$ cat src/sv/sad_pkg.sv
package sad_pkg;

  // field widths
  localparam int V_BITS         = 32;
  localparam int FACT_BITS      = 31;
  localparam int COEF_BITS      = 32;
  localparam int OUT_BITS       = 32;

  // direction reduction
  localparam int DIFF_BITS      = V_BITS + 1;
  localparam int DIR_LIMIT_BITS = 20;
  localparam int D_BITS         = DIR_LIMIT_BITS + 1;
  localparam int MAX_SHIFT      = DIFF_BITS - DIR_LIMIT_BITS;
  localparam int SHIFT_BITS     = $clog2(MAX_SHIFT + 1);

  // projection datapath
  localparam int PVD_BITS       = V_BITS + D_BITS;
  localparam int VD_BITS        = PVD_BITS + 1;
  localparam int NUM_BITS       = VD_BITS - 1;
  localparam int PDD_BITS       = 2 * D_BITS;
  localparam int DD_BITS        = 2 * DIR_LIMIT_BITS + 2;
  localparam int PT_BITS        = V_BITS + 4;
  localparam int RS_BITS        = DD_BITS + 1;
  localparam int RD_BITS        = RS_BITS + D_BITS - 1;
  localparam int RDMAG_BITS     = RD_BITS - 1;
  localparam int Q2_BITS        = DIR_LIMIT_BITS;

  // force datapath
  localparam int CN_BITS        = COEF_BITS + FACT_BITS;
  localparam int C_LO_BITS      = 32;
  localparam int C_HI_BITS      = CN_BITS - C_LO_BITS;
  localparam int P_LO_BITS      = 18;
  localparam int P_HI_BITS      = PT_BITS - P_LO_BITS;
  localparam int PP_HH_BITS     = C_HI_BITS + P_HI_BITS;
  localparam int PP_HL_BITS     = C_HI_BITS + P_LO_BITS + 1;
  localparam int PP_LH_BITS     = C_LO_BITS + 1 + P_HI_BITS;
  localparam int PP_LL_BITS     = C_LO_BITS + P_LO_BITS;
  localparam int ACC_BITS       = CN_BITS + PT_BITS + 1;

  // queue between front and back
  localparam int QUEUE_DEPTH    = 4;
  localparam int QPTR_BITS      = $clog2(QUEUE_DEPTH);

  // configuration register indexes
  localparam int CFG_IDX_BITS   = 1;
  localparam logic [CFG_IDX_BITS-1:0] REG_NORMAL_DRAG  = 1'b0;
  localparam logic [CFG_IDX_BITS-1:0] REG_TANGENT_DRAG = 1'b1;

  typedef struct packed {
    logic [V_BITS-1:0]    vel_x;
    logic [V_BITS-1:0]    vel_y;
    logic [V_BITS-1:0]    vel_z;
    logic [V_BITS-1:0]    pos_a_x;
    logic [V_BITS-1:0]    pos_a_y;
    logic [V_BITS-1:0]    pos_a_z;
    logic [V_BITS-1:0]    pos_b_x;
    logic [V_BITS-1:0]    pos_b_y;
    logic [V_BITS-1:0]    pos_b_z;
    logic [FACT_BITS-1:0] area_factor;
    logic [FACT_BITS-1:0] length_factor;
  } in_item_t;

  typedef struct packed {
    logic [OUT_BITS-1:0] force_x;
    logic [OUT_BITS-1:0] force_y;
    logic [OUT_BITS-1:0] force_z;
    logic                zero_length;
  } out_item_t;

  typedef struct packed {
    logic [COEF_BITS-1:0] normal;
    logic [COEF_BITS-1:0] tangent;
  } coef_t;

  typedef struct packed {
    logic [2:0][V_BITS-1:0]    vel;
    logic [2:0][DIFF_BITS-1:0] diff;
    logic [FACT_BITS-1:0]      area;
    logic [FACT_BITS-1:0]      len;
  } front_t;

  typedef struct packed {
    logic [2:0][V_BITS-1:0] vel;
    logic [2:0][D_BITS-1:0] dir;
    logic [FACT_BITS-1:0]   area;
    logic [FACT_BITS-1:0]   len;
    logic                   zero;
  } entry_t;

  typedef struct packed {
    logic                 q_bit;
    logic [DD_BITS-1:0]   rem;
  } div_res_t;

  function automatic div_res_t div_step(input logic [DD_BITS-1:0] rem,
                                        input logic               nb,
                                        input logic [DD_BITS-1:0] dd);
    logic [DD_BITS:0] trial;
    div_res_t         res;
    trial = {rem, nb};
    if (trial >= {1'b0, dd}) begin
      res.q_bit = 1'b1;
      res.rem   = DD_BITS'(trial - {1'b0, dd});
    end else begin
      res.q_bit = 1'b0;
      res.rem   = trial[DD_BITS-1:0];
    end
    return res;
  endfunction

endpackage

$ cat src/sv/sad_queue.sv
module sad_queue (
  input  logic            clk_i,
  input  logic            rst_ni,
  input  logic            push_i,
  input  sad_pkg::entry_t entry_i,
  output logic            full_o,
  input  logic            pop_i,
  output sad_pkg::entry_t entry_o,
  output logic            empty_o
);
  import sad_pkg::*;

  entry_t                mem_q [QUEUE_DEPTH];
  logic [QPTR_BITS-1:0]  wr_ptr_q, rd_ptr_q;
  logic [QPTR_BITS:0]    count_q;

  assign full_o  = (count_q == (QPTR_BITS+1)'(QUEUE_DEPTH));
  assign empty_o = (count_q == '0);
  assign entry_o = mem_q[rd_ptr_q];

  always_ff @(posedge clk_i or negedge rst_ni) begin
    if (!rst_ni) begin
      wr_ptr_q <= '0;
      rd_ptr_q <= '0;
      count_q  <= '0;
    end else begin
      if (push_i) begin
        wr_ptr_q <= wr_ptr_q + 1'b1;
      end
      if (pop_i) begin
        rd_ptr_q <= rd_ptr_q + 1'b1;
      end
      if (push_i && !pop_i) begin
        count_q <= count_q + 1'b1;
      end else if (pop_i && !push_i) begin
        count_q <= count_q - 1'b1;
      end
    end
  end

  always_ff @(posedge clk_i) begin
    if (push_i) begin
      mem_q[wr_ptr_q] <= entry_i;
    end
  end

endmodule

$ cat config.mk
export PLATFORM = sky130hd
export DESIGN_NAME = sad_queue
export DESIGN_NICKNAME = d
export VERILOG_FILES = /design/src/sv/sad_pkg.sv /design/src/sv/sad_queue.sv
export SDC_FILE = /design/constraint.sdc
export NUM_CORES = 1
export LEC_CHECK = 0
export ABC_AREA = 1
export BUFFER_PORTS_ARGS = -buffer_cell sky130_fd_sc_hd__buf_2
export CORE_MARGIN = 3
export CORE_UTILIZATION = 35
export DETAILED_ROUTE_END_ITERATION = 16
export PLACE_DENSITY = 0.63
export SETUP_SLACK_MARGIN = 0.5
export SLEW_MARGIN = 20
export SYNTH_ARGS = -nofsm -noshare
export SYNTH_HDL_FRONTEND = slang
export SYNTH_SLANG_ARGS = --single-unit
$ cat constraint.sdc
create_clock -name clk_i -period 11.1 [get_ports clk_i]
set_input_delay 2.22 -clock clk_i [delete_from_list [all_inputs] [get_ports clk_i]]
set_output_delay 2.22 -clock clk_i [all_outputs]
set_load 0.1 [all_outputs]
# Yosys cells after proc, flatten, opt, wreduce, memory -nomap -nowiden
# Memories as Yosys holds them, arrays and structs flattened.
# Cells that the tools add are included.
[word_totals] ff_bits=7 ram_bits=888 inputBits=226 out_inout_bits=224 word_cells=19 mem_count=1
[mem_list] memory="mem_q" words=4 width=222 rd=1 rd_clocked_by_memory_dff=0 write_ports=1 line="sad_queue.sv:13" rtl="entry_t mem_q [QUEUE_DEPTH];"
[op_classes] n_addsub=4 eq_ne=1 n_mux=4 n_reduce_logical=6
[ops] operator="$mux W3" n=2
[ops] operator="$add A2 B1 Y2 const B" n=2
[ops] operator="$add A3 B1 Y3 const B" n=1
[ops] operator="$eq A3 B3 Y1 const B" n=1
[ops] operator="$logic_not A3 Y1" n=1
[ops] operator="$sub A3 B1 Y3 const B" n=1
[ops] operator="$logic_and A1 B1 Y1" n=2
[ops] operator="$logic_not A1 Y1" n=2
[ops] operator="$mux W1" n=2
[ops] operator="$reduce_bool A2 Y1" n=1

# Longest topological paths before layout
[logic_depth] depth_word=4 depth_mapped=9 ltp_nobuf=9

# Least setup slack after synthesis
# No wires, ideal clock.
[synth_path] path_kind="input port to flip-flop" from="input push_i" to="memory mem_q[1][0] (netlist name), enable pin" setup_time_ps=574 t_arrival_ps=6800 required_time_ps=10526 setup_slack_ps=3726 cell_stages=3 path_buffers=1 path_cell_list="clkbuf_1 > nand2_1 > inv_1"
[synth_via] elab_chain_len=2
[synth_rtl] element="start, declared" line="sad_queue.sv:4" rtl="input logic push_i,"
[synth_rtl] element="$mux W1" line="sad_queue.sv:42" rtl="if (push_i) begin"
[synth_rtl] element="$mux W1 (not written as such)" line="sad_queue.sv:43" rtl="mem_q[wr_ptr_q] <= entry_i;"
[synth_rtl] element="end, declared" line="sad_queue.sv:13"
# No other way between the ends.

==> impl.org <==
** Detailed routing
- In the routed design, unresolved DRC markers number 0.
- Detail-routed via count per cell :: 4.60
- After detailed routing, the total wire length is a little under 80,000 um.
- Once detail routing completed, the nets flagged for antenna violations numbered 0.
- Initial detailed-routing violation count :: 1,463
- Total iterations of the first detailed-routing run :: 7
- Via count :: slightly above 20,000
- Average routed wire per standard cell :: roughly 18 um

** Clock network
- Number of clock sinks :: approximately 900
- PostCTS Resize Cnt :: 0
- CTS root buf :: sky130_fd_sc_hd__clkbuf_16
- The clock passes through at most 3 buffers.
- TritonCTS built the clock tree.
- Clock-pin slew was measured on the worst setup and hold paths at roughly 0.06 ns.
- Clock network latency to the later pin of the worst-skew pair :: 0.64 ns
- The clock tree synthesis step divided the H-tree into 3 levels.
- The number of hold buffers added after CTS was 0.
- Once the clock tree was built, the setup fixing pass inserted 0 buffers.
- Clock tree synthesis inserted a total of 95 buffers.

** Hold path
- The path with the worst hold slack has its endpoint at count_q[2].
- In this run the most critical hold path is launched from count_q[2].
- Worst hold-check path type :: reg -> reg
- Counting instances, the worst hold path has a depth of 2.

** Run status
- The flow ran to the end, and the final reports show no timing, DRC or antenna violations.

** Timing
- The clock arrives with roughly 0.015 ns of skew.
- At the pin with the least slew margin, the transition time is around 1.1 ns.
- Final setup TNS :: 0 ns
- Min Tclk post-route :: roughly 6.4 ns
- Setup repair after global routing left no endpoint under its margin.
- Setup violations remaining at the end of the flow were counted as 0.
- For this run, the top clock speed supported by timing is around 0.16 GHz.
- Slew HR :: about a quarter
- In the finished design, the share of the clock period the worst path needs comes to a little under three fifths.
- The total count of max-transition violations in the final report came to 0.
- Number of hold violations in the final report :: 0

** Finish
- Layout cell share with drive strength beyond 1 :: a little under a quarter
- The library cell used most frequently in the layout, excluding fill and tap cells, is sky130_fd_sc_hd__edfxtp_1.
- Registers take around 27,000 um^2.
- The layout has between 9,000 and 10,000 filler cells.
- Final nets :: roughly 3,300
- Top library cells by usage in the layout, fill and taps aside :: sky130_fd_sc_hd__edfxtp_1 (888), sky130_fd_sc_hd__nand2_1 (679), sky130_fd_sc_hd__inv_1 (451)
- In the final layout, the multi-input gates occupy approximately 6500 um^2.
- Layout overhead on the synthesized area :: 17.6%

** Floorplan
- DIE AREA :: around 110,000 um^2
- Core area :: a little over 100,000 um^2
- The initial utilization of the core area, before any placement, comes to between 30% and 40%.
- The die is 326 um tall.
- Standard-cell rows :: between 100 and 150
- Number of primary I/O pins :: 450
- The floorplan step set the die width to 326 um.

** GRT
- Wire length of the first global-routing pass :: 120,000 um
- Largest net degree at the start of global routing :: between 200 and 250
- Vias in the first global route :: slightly above 20,000
- Overall routing resource usage :: roughly 15%
- The total overflow left after global routing is 0.
- The number of antenna violations at the first check in global routing came to 29.

** Placed design
- Buffers placed on the I/O ports in this run total roughly 450.
- Placer congestion estimate :: 0.736
- After legalization and detailed placement, the total HPWL measured approximately 46,000 um.

** Worst setup path
- In this run the register-to-register setup slack is between 7 and 8 ns.
- Required time of the worst setup path :: 8.88 ns
- Capture point of the worst reg-to-reg path :: mem_q[0][96]
- STA classifies the critical path startpoint as a flop.
- Startpoint of the worst register-to-register path :: wr_ptr_q[0]
- Data on the critical path arrives at its endpoint at 4.13 ns.
- By startpoint and endpoint, the worst setup path is classified as reg -> out.
- Register-to-Register Path Depth :: 6
- Maximum fanout encountered on the critical timing path :: 205
- Type of element capturing the critical path :: output port

** Synth
- Synthesis handed over a netlist of about 2,600 instances.
- The share of synthesized area in the top cell type comes to approximately three quarters.
- Dominant cell type by area after synthesis :: sky130_fd_sc_hd__edfxtp_1
- Cell area after technology mapping :: about 36,000 um^2
- Post-Syn Area per Cell :: 13.6 um^2
- Yosys mapped the design onto 19 distinct sky130hd cell types.
- Top area cells in the synthesized netlist :: sky130_fd_sc_hd__edfxtp_1 (74%), sky130_fd_sc_hd__o211ai_1 (7.2%), sky130_fd_sc_hd__nand2_1 (7.1%), sky130_fd_sc_hd__inv_1 (4.8%), sky130_fd_sc_hd__o211ai_2 (3.5%)
- Post-synthesis sequential area ratio :: about three quarters
- Flops & latches, synth :: just under 900
- The number of nets handed over by synthesis was 2,870.
- Yosys printed 0 warnings.

** Run
- Across the run, the number of max-cap violations was 0.
## critical path, stage by stage (launching register included)
cell and delay (ns):
sky130_fd_sc_hd__dfrtp_4 1.05, sky130_fd_sc_hd__buf_4 0.63, sky130_fd_sc_hd__buf_12 0.58, sky130_fd_sc_hd__o211ai_1 0.22, sky130_fd_sc_hd__nand2_1 0.12, sky130_fd_sc_hd__buf_2 0.43
## synthesized netlist by cell type (all sizes together)
master	n
o21ai	1
ha	5
clkbuf	10
inv	456
nor3	2
buf	139
o211ai	444
fa	1
nand4	1
dfrtp	7
nand3	1
nand2	679
edfxtp	888
xnor2	1
xor2	3
## per-stage QoR
stage          utilization, %  cell area (um^2)  instances  setup WS (ns)  hold WS [ns]
2_1_floorplan               -             35900       2638           3.73         0.463
3_3_place_gp             38.9             39300       4317           5.51         0.490
3_5_place_dp             38.9             39300       4317           5.49         0.492
4_1_cts                  41.8             42200       4487           4.76         0.507
5_1_grt                  41.9             42200       4494           4.48         0.562
6_report                 41.9             42200       4499           4.75         0.503
## layer usage
metal  GRT usage (%)  share of wire [%]
met5               0               0.10
met4            5.49                3.4
met3            3.74                6.1
met2            25.6                 51
met1            17.3                 40
## flip-flops by register name (all words and copies together) (netlist names)
signal,flops
mem_q,888
rd_ptr_q,2
count_q,3
wr_ptr_q,2
## area by class of cell
| type | instances | area share (%) |
|---|---|---|
| clock buffer | 121 | 6.11 |
| timing repair buffer | 471 | 5.80 |
| antenna | 12 | 0.0711 |
| multi-input combinational | 1138 | 15.5 |
| clock inverter | 49 | 0.835 |
| tap | 1357 | 4.02 |
| inverter | 456 | 4.14 |
| sequential | 895 | 63.6 |
## kinds of logic after synthesis
logic type      Yosys count  share of synthesized area [%]
flops                   895                           74.7
simple gates            683                           7.16
compound gates          445                           10.7
fa+ha+maj                 6                          0.230
xor+xnor                  4                         0.0976
buf+inv                 605                           7.09
## worst max-delay path by stage
stage | start | to | slack (ns) | depth (start not counted)
after global routing | rd_ptr_q[0] | entry_o[97] | 4.48 | 5
after CTS | rd_ptr_q[0] | entry_o[91] | 4.76 | 5
after global placement | rd_ptr_q[1] | entry_o[85] | 5.51 | 5
final | rd_ptr_q[0] | entry_o[91] | 4.75 | 5
after floorplan | push_i | mem_q[1][0] | 3.73 | 3
after detailed placement | rd_ptr_q[0] | entry_o[91] | 5.49 | 5
Power is left out: the tool's default activity adds up to more than one toggle a clock period on the data nets, which glitch-free logic cannot reach.
